## src/design/slce_pkg.sv

```systemverilog
// Types, constants and the log2 mantissa table of the soft-label loss block.
package slce_pkg;

    localparam int PROB_FRAC_BITS = 16;
    localparam int LN_TABLE_BITS  = 8;
    localparam int LN_ROM_DEPTH   = 1 << LN_TABLE_BITS;
    localparam int ROM_W          = 31;
    localparam int LOG_W          = $clog2(PROB_FRAC_BITS);
    localparam int SHIFT_W        = 3;
    localparam int REM_W          = 7;
    localparam int NLN_W          = 29;
    localparam int SUM_W          = 48;
    localparam int MEAN_W         = 40;
    localparam int NORM_W         = 41;
    localparam int TERM_W         = 23;
    localparam int CNT_W          = 6;

    localparam logic [29:0] LN2_Q30   = 30'd744261118;
    localparam logic [31:0] RECIP_255 = 32'h80808081;
    localparam logic [SUM_W-1:0] SUM_MAX = {SUM_W{1'b1}};
    localparam logic [CNT_W-1:0] DIV_LAST_STEP = CNT_W'(SUM_W);

    // configuration register indexes
    localparam logic [1:0] REG_NORM_MODE   = 2'd0;
    localparam logic [1:0] REG_BATCH_COUNT = 2'd1;
    localparam logic [1:0] REG_PIXELS      = 2'd2;

    // normalizer modes
    localparam logic [1:0] NORM_FULL  = 2'd0;
    localparam logic [1:0] NORM_VALID = 2'd1;
    localparam logic [1:0] NORM_BATCH = 2'd2;
    localparam logic [1:0] NORM_NONE  = 2'd3;

    typedef struct packed {
        logic [7:0]                label_byte;
        logic [PROB_FRAC_BITS-1:0] fg_prob;
        logic [PROB_FRAC_BITS-1:0] bg_prob;
        logic                      last;
    } in_item_t;

    typedef struct packed {
        logic [MEAN_W-1:0] mean_loss;
        logic              saturated;
    } out_item_t;

    typedef struct packed {
        logic load_in;
        logic ln_step1;
        logic ln_step2;
        logic ln_step3;
        logic ln_bg;
        logic term_step1;
        logic term_step2;
        logic acc;
        logic norm_load;
        logic div_init;
        logic div_step;
        logic out_load;
    } dp_cmd_t;

    typedef struct packed {
        logic last;
        logic out_busy;
    } dp_status_t;

    typedef logic [LN_ROM_DEPTH-1:0][ROM_W-1:0] ln_rom_t;

    // log2(1 + i/2^LN_TABLE_BITS) in Q30 by repeated squaring, truncated
    function automatic logic [ROM_W-1:0] log2_mant(int i);
        logic [63:0] y;
        logic [63:0] r;
        y = (64'd1 << 30) + (64'(i) << (30 - LN_TABLE_BITS));
        r = 64'd0;
        for (int k = 0; k < 30; k++) begin
            y = (y * y) >> 30;
            r = r << 1;
            if (y >= (64'd2 << 30)) begin
                y = y >> 1;
                r = r | 64'd1;
            end
        end
        return r[ROM_W-1:0];
    endfunction

    function automatic ln_rom_t build_rom();
        ln_rom_t t;
        for (int i = 0; i < LN_ROM_DEPTH; i++) begin
            t[i] = log2_mant(i);
        end
        return t;
    endfunction

    localparam ln_rom_t LN_ROM = build_rom();

endpackage

```

## src/design/slce_ctrl.sv

```systemverilog
// Soft-label loss sequencer: steps the datapath through a pixel and the mean.
module slce_ctrl
    import slce_pkg::*;
(
    input  logic       clk,
    input  logic       rst_n,
    input  logic       in_valid,
    output logic       in_ready,
    input  dp_status_t status,
    output dp_cmd_t    cmd
);

    localparam logic [3:0] ST_IDLE  = 4'd0;
    localparam logic [3:0] ST_F1    = 4'd1;
    localparam logic [3:0] ST_F2    = 4'd2;
    localparam logic [3:0] ST_F3    = 4'd3;
    localparam logic [3:0] ST_B1    = 4'd4;
    localparam logic [3:0] ST_B2    = 4'd5;
    localparam logic [3:0] ST_B3    = 4'd6;
    localparam logic [3:0] ST_T1    = 4'd7;
    localparam logic [3:0] ST_T2    = 4'd8;
    localparam logic [3:0] ST_ACC   = 4'd9;
    localparam logic [3:0] ST_NORM  = 4'd10;
    localparam logic [3:0] ST_DINIT = 4'd11;
    localparam logic [3:0] ST_DIV   = 4'd12;
    localparam logic [3:0] ST_OUT   = 4'd13;

    logic [3:0]       state_reg, state_next;
    logic [CNT_W-1:0] cnt_reg, cnt_next;

    assign in_ready = (state_reg == ST_IDLE);

    always_comb
    begin
        state_next = state_reg;
        cnt_next   = cnt_reg;
        cmd        = '0;
        unique case (state_reg)
            ST_IDLE:
            begin
                if (in_valid)
                begin
                    cmd.load_in = 1'b1;
                    state_next  = ST_F1;
                end
            end
            ST_F1:
            begin
                cmd.ln_step1 = 1'b1;
                state_next   = ST_F2;
            end
            ST_F2:
            begin
                cmd.ln_step2 = 1'b1;
                state_next   = ST_F3;
            end
            ST_F3:
            begin
                cmd.ln_step3 = 1'b1;
                state_next   = ST_B1;
            end
            ST_B1:
            begin
                cmd.ln_step1 = 1'b1;
                cmd.ln_bg    = 1'b1;
                state_next   = ST_B2;
            end
            ST_B2:
            begin
                cmd.ln_step2 = 1'b1;
                state_next   = ST_B3;
            end
            ST_B3:
            begin
                cmd.ln_step3 = 1'b1;
                cmd.ln_bg    = 1'b1;
                state_next   = ST_T1;
            end
            ST_T1:
            begin
                cmd.term_step1 = 1'b1;
                state_next     = ST_T2;
            end
            ST_T2:
            begin
                cmd.term_step2 = 1'b1;
                state_next     = ST_ACC;
            end
            ST_ACC:
            begin
                cmd.acc    = 1'b1;
                state_next = status.last ? ST_NORM : ST_IDLE;
            end
            ST_NORM:
            begin
                cmd.norm_load = 1'b1;
                state_next    = ST_DINIT;
            end
            ST_DINIT:
            begin
                cmd.div_init = 1'b1;
                cnt_next     = '0;
                state_next   = ST_DIV;
            end
            ST_DIV:
            begin
                cmd.div_step = 1'b1;
                cnt_next     = cnt_reg + 1'b1;
                if (cnt_reg == DIV_LAST_STEP)
                begin
                    state_next = ST_OUT;
                end
            end
            ST_OUT:
            begin
                // hold until the previous result has been taken
                if (!status.out_busy)
                begin
                    cmd.out_load = 1'b1;
                    state_next   = ST_IDLE;
                end
            end
            default:
            begin
                state_next = ST_IDLE;
            end
        endcase
    end

    always_ff @(posedge clk or negedge rst_n)
    begin
        if (!rst_n)
        begin
            state_reg <= ST_IDLE;
            cnt_reg   <= '0;
        end
        else
        begin
            state_reg <= state_next;
            cnt_reg   <= cnt_next;
        end
    end

endmodule

```

## config.mk

```make
export PLATFORM = sky130hd
export DESIGN_NAME = slce_ctrl
export DESIGN_NICKNAME = d
export VERILOG_FILES = /design/src/design/slce_pkg.sv /design/src/design/slce_ctrl.sv
export SDC_FILE = /design/constraint.sdc
export NUM_CORES = 1
export LEC_CHECK = 0
export BUFFER_PORTS_ARGS = -buffer_cell sky130_fd_sc_hd__buf_4
export CAP_MARGIN = 20
export CORE_UTILIZATION = 55
export DETAILED_ROUTE_END_ITERATION = 10
export PLACE_DENSITY = 0.88
export SETUP_SLACK_MARGIN = 0.5
export SYNTH_ARGS = -nofsm -noshare
export SYNTH_HDL_FRONTEND = slang
export SYNTH_SLANG_ARGS = --single-unit
```

## constraint.sdc

```tcl
create_clock -name clk -period 2.76 [get_ports clk]
set_input_delay 0.138 -clock clk [delete_from_list [all_inputs] [get_ports clk]]
set_output_delay 0.138 -clock clk [all_outputs]
set_load 0.02 [all_outputs]
```

# ---- After elaboration in Yosys (flattened, before gate mapping)
# Index checks and enable logic that the tools add are counted.
dict set report word_totals {
  regBits 10
  in_bits 5
  output_inout_bits 13
  word_cells 47
}
dict set report classes {
  add_sub_neg 1
  n_eq_ne 17
  muxes 20
  reduce_logical 7
}
# operator n
set op_table {}
lappend op_table {{$pmux W4 S14} 1}
lappend op_table {{$eq A4 B4 Y1 const B} 6}
lappend op_table {{$eq A4 B3 Y1 const B} 4}
lappend op_table {{$mux W4} 4}
lappend op_table {{$mux W1} 14}
lappend op_table {{$pmux W6 S2} 1}
lappend op_table {{$eq A4 B2 Y1 const B} 2}
lappend op_table {{$reduce_or A2 Y1} 4}
lappend op_table {{$add A6 B1 Y6 const B} 1}
lappend op_table {{$eq A6 B6 Y1 const B} 1}
lappend op_table {{$ne A2 B2 Y1 const B} 3}
lappend op_table {{$eq A4 B1 Y1 const B} 1}
lappend op_table {{$logic_not A4 Y1} 1}
lappend op_table {{$reduce_and A3 Y1} 1}
lappend op_table {{$reduce_bool A2 Y1} 1}

# ---- Longest topological paths before layout
# Gate-level depths: netlist (run 1).
dict set report logic_depth {
  depth_word 3
  ltp_mapped 6
  mapped_depth_nobuf 6
}

# ---- Worst setup path before layout (run 1)
# Ideal clock, no wire load.
dict set report synth_timing {
  path_kind {reg2reg}
  from {reg state_reg[1]}
  to {reg state_reg[3]}
  setup_time_ns 0.147
  arrival_ns 1.694
  required_time_ns 2.613
  slack_ns 0.919
  stages_incl_launch_ff 6
  n_path_buf 1
  synth_period_minus_slack_ns 1.841
  path_cell_list {dfrtp_1 > buf_2 > nor4_1 > inv_1 > o22ai_1 > o21ai_0}
}
dict set report synth_via {
  elab_chain_cells 3
  word_cells_on_any_way 19
  cone_classes {eq/ne: 16; mux: 1; reduce/logical: 2}
}
# item line_no
set synth_lines {}
lappend synth_lines {{start: declaration} slce_ctrl.sv:28} ;# logic [3:0] state_reg, state_next;
lappend synth_lines {{start signal: assignment} slce_ctrl.sv:139} ;# state_reg <= state_next;
lappend synth_lines {{$logic_not A4 Y1 (*)} -}
lappend synth_lines {{via in_ready} slce_ctrl.sv:8} ;# output logic in_ready,
lappend synth_lines {{$ne A2 B2 Y1 (no source line)} -}
lappend synth_lines {{$reduce_and A3 Y1 (no source line)} -}
# The timed path passes the listed nets; every way through them passes the cells marked *.
# A chain may end at the register's enable or synchronous reset.

==> metrics.cfg, run 1 <==
[layout]
fillers = 112
fin_util_pct = 71.1
syn2layout_area_growth_pct = 20.5
multi_input_area_um2 = 448
layout-drive-gt1-share_pct = 22.0
diodes = 0
largest_register_ff_count = 6
regArea_um2 = 250
fin_nets = 117

[route]
vias_per_cell = 6.10
ant_nets = 0
drtIter0Drc = 26
route.detailed.drc = 2
wl_um = 1670
avgRoutedWirePerCell_um = 13.4
firstDrtPassIters = 8
vias = 757

[logic_synthesis]
syn_avg_cell_area_um2 = 7.90
synth-edff-count = 0
yosysWarnings = 0
synth-async-reset-ratio_pct = 100
synth_top_area_share_pct = 33.0
postSynthCellCount = 96
synthTopCellsByArea = dfrtp_1 (33%), nand2_1 (5.0%), a21oi_1 (4.6%), nor3b_1 (4.0%), ha_1 (3.3%)
synth_ff_type = dfrtp_1
ys_seq_area_share_pct = 33.0
ys_ff_latch = 10
synth.distinct_cells = 36
syn-num-nets = 103
synth.largest_area_cell = dfrtp_1
synthTopCellsByCount = dfrtp_1 (10), nand2_1 (10), a21oi_1 (7), clkbuf_1 (6), inv_1 (6)
synth_area_um2 = 758

[worst_setup_path]
cp_max_fo = 26
reg2reg_slack_ns = 0.99
r2r_cells = 4
slowest_stage = dfrtp_1
crit_required_ns = 2.62
timing.rr.end = state_reg[3]$_DFFE_PN0P_
cp_slowest_stage_delay_ns = 0.65
crit_path_end_kind = output port
arrival_ns = 1.83
startpoint_type = flip-flop
path_cells = nor4_1, and2_1, buf_4
critPathKind = flip-flop to output port
r2r_start = state_reg[1]$_DFFE_PN0P_
crit_buf_inv = 1
path_delay_family = simple AND/OR/NAND/NOR gates

[floorplanning]
rows = 13
dieWidth_um = 39.1
io_pins = 18
start_util_pct = 59.0
fp.dieArea_um2 = 1530
core_region_area_um2 = 1280
die_h_um = 39.1

[power]
switching_share_pct = 47.9
p_switching_mw = 0.464
peakVddDrop_mv = 0.799
power.total_mw = 0.969
power_leakage_nw = 0.427
power.density_nw_per_um2 = 1060
pwr-share-comb_pct = 49.5
seq_power_share_pct = 36.3
p_int_mw = 0.505
clkPwrFrac_pct = 14.2

[hold_path]
worstHoldPathCells = 3
hp-class = input port to flip-flop
hold_start = status[0]
min_to = state_reg[0]$_DFFE_PN0P_

[clocking]
h-tree-depth = 1
cts.sinks = 10
ctsLongestPathBuffers = 2
clk_pin_slew_worst_paths_ns = 0.07
cts_tree = built
numCtsBuffers = 3
clk_latency_ns = 0.28
cts-root-buf = clkbuf_4

[status]
status = finished, violations left
violations = DRC

[place]
place_congestion = 0.839
dp_hpwl_um = 1180
io_buffer_count = 17

[global_routing]
grt_max_degree = 27
gr-total-overflow = 0
grt_pass1_vias = 585
antenna_found_initial = 0
grt_pass1_wl_um = 2590
gr-usage-all-layers_pct = 25.3

[sta]
tns_ns = 0
setup_viol_count_final = 0
hold_viol_final = 0
period_needed_ns = 1.97
worst_clock_skew_ns = 0.00389
finalCritPeriodShare_pct = 71.4
grt_setup_unrepaired = false
max_freq_ghz = 0.507
slew_headroom_pct = 51.9
worst_pin_slew_ns = 0.722
slew_viol_final = 0

[job]
drv_cap = 0

==> cell usage in the layout, fill, tap and decap left out, types with 2 or more instances in the layout <==
cell,count
o21ai_0,4
a21boi_0,3
a311oi_1,2
nand3_1,4
nor2_1,4
dfrtp_1,10
nor3b_1,4
ha_1,2
a21oi_1,7
nor3_1,5
nand2_1,10
o22ai_1,3
inv_1,6
clkbuf_4,3
nand2b_1,3
nand3b_1,2
buf_4,17
==> worst min-delay path: stages <==
cell     delay [ns]
buf_4          0.08
nand3_1        0.06
nand2_1        0.07
==> what timing repair did <==
| item | 4_1_cts | 5_1_grt |
|---|---|---|
| gates resized for setup | 0 | 0 |
| buffers inserted | 0 | 0 |
| endpoints found under the hold margin | 10 | 0 |
| hold buffers | 1 | 0 |
==> kinds of logic (layout without fill, tap and decap cells) <==
kind of cell,after synthesis,in the layout,share of synthesized area [%]
adder cells (fa/ha/maj),2,2,3.30
AO/OA/AOI/OAI,25,25,21.5
buffers and inverters,15,28,7.92
multiplexers,1,1,1.32
XOR/XNOR,2,2,2.31
flip-flops,10,10,33.0
AND/OR/NAND/NOR,41,41,30.7
==> layer usage <==
layer | part of all wire, % | routed length [µm] | GRT usage [%] | vias up
li1 | - | - | - | 370
met4 | 1.6 | 27 | 10.3 | 0
met2 | 49 | 817 | 41.3 | 26
met3 | 4.6 | 77 | 5.20 | 2
met1 | 45 | 743 | 32.0 | 359
met5 | 0 | 0 | 0 | -
==> worst max path at each step <==
stage,startpoint,end,slack (ns),depth (start not counted)
2_1_floorplan,state_reg[1]$_DFFE_PN0P_,state_reg[3]$_DFFE_PN0P_,0.92,5
3_3_place_gp,cnt_reg[1]$_DFFE_PN0P_,state_reg[3]$_DFFE_PN0P_,1.08,5
3_5_place_dp,cnt_reg[1]$_DFFE_PN0P_,state_reg[3]$_DFFE_PN0P_,1.02,5
4_1_cts,state_reg[1]$_DFFE_PN0P_,cmd[11],0.80,3
5_1_grt,state_reg[1]$_DFFE_PN0P_,cmd[11],0.71,3
6_report,state_reg[1]$_DFFE_PN0P_,cmd[11],0.79,3
==> power groups by stage <==
stage	Sequential [mW]	Clock, mW	Combinational, mW
2_1_floorplan	0.214	0	0.481
3_3_place_gp	0.348	0	0.466
3_5_place_dp	0.351	0	0.479
4_1_cts	0.348	0.139	0.482
5_1_grt	0.371	0.145	0.527
6_report	0.351	0.138	0.480
==> metrics by stage <==
step / instances / worst slack (ns) / hold slack [ns] / area (µm²)
detailed placement: 119 / 1.02 / -0.0272 / 867
CTS: 124 / 0.802 / 0.105 / 913
floorplan: 96 / 0.919 / -0.158 / 758
global route: 124 / 0.707 / 0.112 / 913
global placement: 119 / 1.08 / -0.0268 / 867
finish: 124 / 0.789 / 0.110 / 913
==> final cells by class <==
type,instances,share of cell area [%]
Tap cell,15,2.05
Multi-Input combinational cell,71,49.0
Timing Repair Buffer,18,15.1
Clock buffer,4,3.97
Sequential cell,10,27.4
Inverter,6,2.47
(Power assumes the default switching activity.)
==> run 2: changes to the inputs <==
CORE_UTILIZATION = 46   (was 55)
PLACE_DENSITY = 0.79   (was 0.88)
clock period = 1.68 ns   (was 2.76 ns; I/O delays follow)
==> metrics.cfg, run 2 <==
[logic_synthesis]
synth_ff_type = dfrtp_1  ; unchanged
syn-num-nets = 103  ; unchanged
synth-edff-count = 0  ; unchanged
yosysWarnings = 0  ; unchanged
synth.largest_area_cell = dfrtp_1  ; unchanged
postSynthCellCount = 96  ; unchanged
ys_ff_latch = 10  ; unchanged
synth-async-reset-ratio_pct = 100  ; unchanged
synth_top_area_share_pct = 33.0  ; unchanged
syn_avg_cell_area_um2 = 7.90  ; unchanged
synthTopCellsByCount = dfrtp_1 (10), nand2_1 (10), a21oi_1 (7), clkbuf_1 (6), inv_1 (6)  ; unchanged
ys_seq_area_share_pct = 33.0  ; unchanged
synth_area_um2 = 758  ; unchanged
synth.distinct_cells = 36  ; unchanged
synthTopCellsByArea = dfrtp_1 (33%), nand2_1 (5.0%), a21oi_1 (4.6%), nor3b_1 (4.0%), ha_1 (3.3%)  ; unchanged

[place]
place_congestion = 0.816  ; was 0.839
dp_hpwl_um = 1470  ; was 1180 µm
io_buffer_count = 17  ; unchanged

[floorplanning]
die_h_um = 42.6  ; was 39.1 µm
rows = 14  ; was 13
dieWidth_um = 42.6  ; was 39.1 µm
io_pins = 18  ; unchanged
start_util_pct = 49.8  ; was 59.0%

[clocking]
numCtsBuffers = 3  ; unchanged
cts-root-buf = clkbuf_4  ; unchanged
h-tree-depth = 1  ; unchanged
ctsLongestPathBuffers = 2  ; unchanged
cts.sinks = 10  ; unchanged

[sta]
worstEndpointGrtRepair = state_reg[2]$_DFFE_PN0P_/D
worst-ep-kind = register input

[status]
last-stage-reached = global routing
status = stopped before the end  ; was finished, violations left
tool.error = [ERROR DPL-0038] Utilization greater than 100%, impossible to legalize

[global_routing]
grt_max_degree = 19

[run 2: per-stage QoR]
step                      instance area, µm²  std cells  util, %  setup slack (ns)
after floorplan                          900         96        -             0.216
after global placement                  1020        126     67.1             0.186
after detailed placement                1020        126     67.1             0.126
after CTS                               1360        150     88.9             0.181
[run 2: timing repair]
action | 4_1_cts
hold buffers | 1
setup buffers | 19
resized for setup | 41
hold endpoints to repair | 10
pin swaps | 10
endpoints found under the setup margin | 23
[run 2: cells by family after synthesis]
logic type / Yosys count / synth area share, %
buf+inv: 15 / 7.92
simple gates: 41 / 30.7
flops: 10 / 33.0
mux: 1 / 1.32
xor+xnor: 2 / 2.31
compound gates: 25 / 21.5
fa+ha+maj: 2 / 3.30
==> run 3: changes to the inputs <==
CORE_AREA = 2 2 63 65   (was not set)
CORE_UTILIZATION = not set   (was 46)
DIE_AREA = 0 0 65 67   (was not set)
PLACE_DENSITY = not set   (was 0.79)
PLACE_DENSITY_LB_ADDON = 0.15   (was not set)
SETUP_SLACK_MARGIN = not set   (was 0.5)
clock period = 2.2 ns   (was 1.68 ns; I/O delays follow)
==> metrics.cfg, run 3 (synthesized netlist as in run 1, its figures left out) <==
[status]
status = completed  ; was stopped before the end

[worst_setup_path]
arrival_ns = 1.70
critPathKind = flip-flop to output port
cp_max_fo = 17
startpoint_type = flip-flop
crit_path_end_kind = output port
crit_required_ns = 2.09

[layout]
layout_common_cells = buf_4 (20), nand2_1 (10), dfrtp_1 (10)
layout_commonest_cell = buf_4
fin_nets = 120
fin_area_um2 = 982
fillers = 390
multi_input_area_um2 = 448
regArea_um2 = 250
fin_util_pct = 27.2
largest_register_ff_count = 6
layout-drive-gt1-share_pct = 23.4
syn2layout_area_growth_pct = 29.5
diodes = 0

[sta]
max_freq_ghz = 0.554
setup_viol_count_final = 0
worst_pin_slew_ns = 0.537
grt_setup_unrepaired = false
finalCritPeriodShare_pct = 82.1
slew_headroom_pct = 64.2
worst_clock_skew_ns = 0.00153
tns_ns = 0
hold_viol_final = 0
slew_viol_final = 0
period_needed_ns = 1.81

[clocking]
ctsResizeCount = 0  ; was 41
numCtsBuffers = 3  ; unchanged
cts-root-buf = clkbuf_8  ; was clkbuf_4
cts.sinks = 10  ; unchanged
ctsLongestPathBuffers = 2  ; unchanged
h-tree-depth = 1  ; unchanged
cts_tree = built
clk_pin_slew_worst_paths_ns = 0.05
clk_latency_ns = 0.23

[global_routing]
grt_max_degree = 26
grt_pass1_wl_um = 3340
gr-total-overflow = 0
grt_pass1_vias = 689
gr-usage-all-layers_pct = 10.2
antenna_found_initial = 0

[place]
place_congestion = 0.707  ; was 0.816
placed_cell_area_um2 = 931  ; was 1020 µm²
dp_hpwl_um = 1440  ; was 1470 µm
io_buffer_count = 17  ; unchanged

[floorplanning]
dieWidth_um = 65  ; was 42.6 µm
io_pins = 18  ; unchanged
rows = 22  ; was 14
fp.dieArea_um2 = 4360
core_region_area_um2 = 3610
start_util_pct = 21.0  ; was 49.8%
die_h_um = 67  ; was 42.6 µm

[power]
power_leakage_nw = 0.442
power.density_nw_per_um2 = 1310
power.total_mw = 1.29
peakVddDrop_mv = 0.657

[route]
drtIter0Drc = 16
ant_nets = 0
firstDrtPassIters = 4
wl_um = 2000
vias_per_cell = 4.61
vias = 733
route.detailed.drc = 0
avgRoutedWirePerCell_um = 12.5

[hold_path]
hp-class = input port to flip-flop

[job]
drv_cap = 0

-- run 3: power by group --
group | leakage, nW | total, mW | switching [mW] | internal [mW]
clock | 0.0216 | 0.187 | 0.0676 | 0.120
sequential | 0.131 | 0.332 | 0.0950 | 0.237
combinational | 0.290 | 0.771 | 0.439 | 0.332
-- run 3: final cells by class --
cell class | count | area share [%]
clock buffers | 3 | 4.20
flip-flops and latches | 10 | 25.5
repair buffers | 21 | 16.3
inverters | 6 | 2.29
multi-input cells | 71 | 45.6
well taps | 48 | 6.11
-- run 3: timing repair --
| item | in CTS | in global routing |
|---|---|---|
| buffers inserted | 0 | 0 |
| endpoints found under the hold margin | 10 | 0 |
| hold buffers | 1 | 0 |
-- run 3: worst max-delay path, cell delays in order (launching register included) --
cell	delay [ns]
dfrtp_1	0.67
and3b_1	0.35
nand2b_1	0.13
inv_1	0.14
buf_4	0.16
-- run 3: final timing paths --
| check | from | end | slack, ns | cells past startpoint |
|---|---|---|---|---|
| min in group asynchronous | rst_n | cnt_reg[5]$_DFFE_PN0P_ | 0.25 | 2 |
| max reg2reg | cnt_reg[1]$_DFFE_PN0P_ | state_reg[3]$_DFFE_PN0P_ | 0.42 | 5 |
| max in group asynchronous | rst_n | cnt_reg[1]$_DFFE_PN0P_ | 1.81 | 2 |
| min | status[0] | state_reg[0]$_DFFE_PN0P_ | 0.12 | 3 |
| max | state_reg[2]$_DFFE_PN0P_ | cmd[1] | 0.39 | 4 |
| min reg2reg | cnt_reg[4]$_DFFE_PN0P_ | cnt_reg[4]$_DFFE_PN0P_ | 0.49 | 1 |
-- run 3: stage by stage --
stage / cells / setup WS, ns / hold slack [ns]
floorplan: 96 / 0.359 / -0.186
global placement: 155 / 0.501 / -0.0466
detailed placement: 155 / 0.434 / -0.0425
CTS: 159 / 0.382 / 0.124
global route: 159 / 0.143 / 0.146
finish: 159 / 0.394 / 0.123
-- run 3: layer usage --
layer	up-vias	GRT usage, %	wire length, µm
li1	377	-	-
met1	332	13.3	994
met2	22	15.7	878
met3	2	1.35	94
met4	0	6.38	27
met5	-	0	0
==> run 4: changes to the inputs <==
clock period = 1.9 ns   (was 2.2 ns; I/O delays follow)
==> metrics.cfg, run 4 (synthesized netlist as in run 1, its figures left out) <==
[status]
status = completed  ; unchanged

[worst_setup_path]
cp_max_fo = 5  ; was 17
reg2reg_slack_ns = 0.24  ; was 0.42 ns
startpoint_type = flip-flop  ; unchanged
crit_required_ns = 2.05  ; was 2.09 ns
crit_path_end_kind = flip-flop  ; was output port
arrival_ns = 1.80  ; was 1.70 ns
critPathKind = flip-flop to flip-flop  ; was flip-flop to output port

[layout]
syn2layout_area_growth_pct = 31.5  ; was 29.5%
final_cells = 161  ; was 159
diodes = 0  ; unchanged
fin_nets = 122  ; was 120
fin_util_pct = 27.7  ; was 27.2%
fillers = 400  ; was 390
largest_register_ff_count = 6  ; unchanged
layout-drive-gt1-share_pct = 24.8  ; was 23.4%
layout_commonest_cell = buf_4  ; unchanged
layout_common_cells = buf_4 (22), nand2_1 (10), dfrtp_1 (10)  ; was buf_4 (20), nand2_1 (10), dfrtp_1 (10)

[sta]
worst_pin_slew_ns = 0.330  ; was 0.537 ns
worst_clock_skew_ns = 0.00188  ; was 0.00153 ns
hold_viol_final = 0  ; unchanged
slew_headroom_pct = 77.6  ; was 64.2%
setup_viol_count_final = 0  ; unchanged
finalCritPeriodShare_pct = 87.2
grt_setup_unrepaired = false  ; unchanged
max_freq_ghz = 0.604
slew_viol_final = 0  ; unchanged
period_needed_ns = 1.66
tns_ns = 0  ; unchanged

[power]
power_leakage_nw = 0.453  ; was 0.442 nW
peakVddDrop_mv = 0.568  ; was 0.657 mV
power.density_nw_per_um2 = 1550  ; was 1310 nW/µm²

[clocking]
cts_tree = built  ; unchanged
h-tree-depth = 1  ; unchanged
clk_pin_slew_worst_paths_ns = 0.05  ; about the same
cts.sinks = 10  ; unchanged
numCtsBuffers = 3  ; unchanged
ctsLongestPathBuffers = 2  ; unchanged
cts-root-buf = clkbuf_8  ; unchanged
clk_latency_ns = 0.24  ; was 0.23 ns

[global_routing]
gr-total-overflow = 0  ; unchanged
gr-usage-all-layers_pct = 10.6  ; was 10.2%
grt_pass1_vias = 736  ; was 689
antenna_found_initial = 0  ; unchanged
grt_pass1_wl_um = 3470  ; was 3340 µm
grt_max_degree = 21  ; was 26

[route]
avgRoutedWirePerCell_um = 13.2  ; was 12.5 µm
vias_per_cell = 4.80  ; was 4.61
firstDrtPassIters = 4  ; unchanged
vias = 772  ; was 733
route.detailed.drc = 0  ; unchanged
ant_nets = 0  ; unchanged
wl_um = 2120  ; was 2000 µm
drtIter0Drc = 9  ; was 16

[place]
io_buffer_count = 17  ; unchanged
place_inst = 157  ; was 155
dp_hpwl_um = 1550  ; was 1440 µm
place_congestion = 0.770  ; was 0.707

[floorplanning]
core_region_area_um2 = 3610  ; unchanged
rows = 22  ; unchanged
die_h_um = 67  ; unchanged
start_util_pct = 21.0  ; unchanged
dieWidth_um = 65  ; unchanged
io_pins = 18  ; unchanged
fp.dieArea_um2 = 4360  ; unchanged

[hold_path]
hp-class = input port to flip-flop  ; unchanged

[job]
drv_cap = 0  ; unchanged

## run 4: cell count changes in the layout (fill, tap and decap cells not counted), sizes merged
cell	previous run	this run
buf	20	22
## run 4: worst paths after layout
path                                        startpoint                       end  depth (start not counted)
worst max-delay path            cnt_reg[0]$_DFFE_PN0P_  state_reg[2]$_DFFE_PN0P_                          6
worst min-delay path                         status[0]  state_reg[0]$_DFFE_PN0P_                          3
worst max register to register  cnt_reg[0]$_DFFE_PN0P_  state_reg[2]$_DFFE_PN0P_                          6
worst min register to register  cnt_reg[4]$_DFFE_PN0P_    cnt_reg[4]$_DFFE_PN0P_                          1
max in group asynchronous                        rst_n  state_reg[1]$_DFFE_PN0P_                          2
min in group asynchronous                        rst_n    cnt_reg[3]$_DFFE_PN0P_                          2
## run 4: critical path: stages, from the launching register on
cell	delay, ns
dfrtp_1	0.41
inv_1	0.07
ha_1	0.13
or3b_4	0.40
nor4_2	0.21
o22ai_1	0.11
o31ai_1	0.23
## run 4: timing repair
item / in CTS / in global routing
hold buffers: 1 / 0
hold endpoints to repair: 10 / 0
gates resized for setup: 0 / 1
setup buffers: 0 / 0
endpoints found under the setup margin: 0 / 1
## run 4: stage by stage
step | instance area, µm² | setup WS, ns | power [mW] | hold WS, ns
5_1_grt | 997 | 0.137 | 1.66 | 0.108
2_1_floorplan | 758 | 0.0588 | 1.01 | -0.201
3_5_place_dp | 946 | 0.115 | 1.32 | -0.0590
6_report | 997 | 0.243 | 1.54 | 0.101
4_1_cts | 997 | 0.121 | 1.55 | 0.103
3_3_place_gp | 946 | 0.252 | 1.31 | -0.0615
## run 4: final cells by class
class,instances,area (µm²),area share (%)
multi-input combinational,71,448,44.9
timing repair buffer,23,175,17.6
inverter,6,22.5,2.26
clock buffer,3,41.3,4.14
sequential,10,250,25.1
tap,48,60.1,6.02
## run 4: where the power goes
group	internal [mW]	switching, mW	total [mW]
combinational	0.408	0.547	0.955
sequential	0.275	0.0819	0.357
clock	0.139	0.0893	0.229
total	0.822	0.719	1.54
## run 4: routing by layer
metal  GRT usage (%)  wire [µm]
met5               0          0
met4            6.38         26
met3            1.69        102
met2            16.8        974
met1            13.5       1020
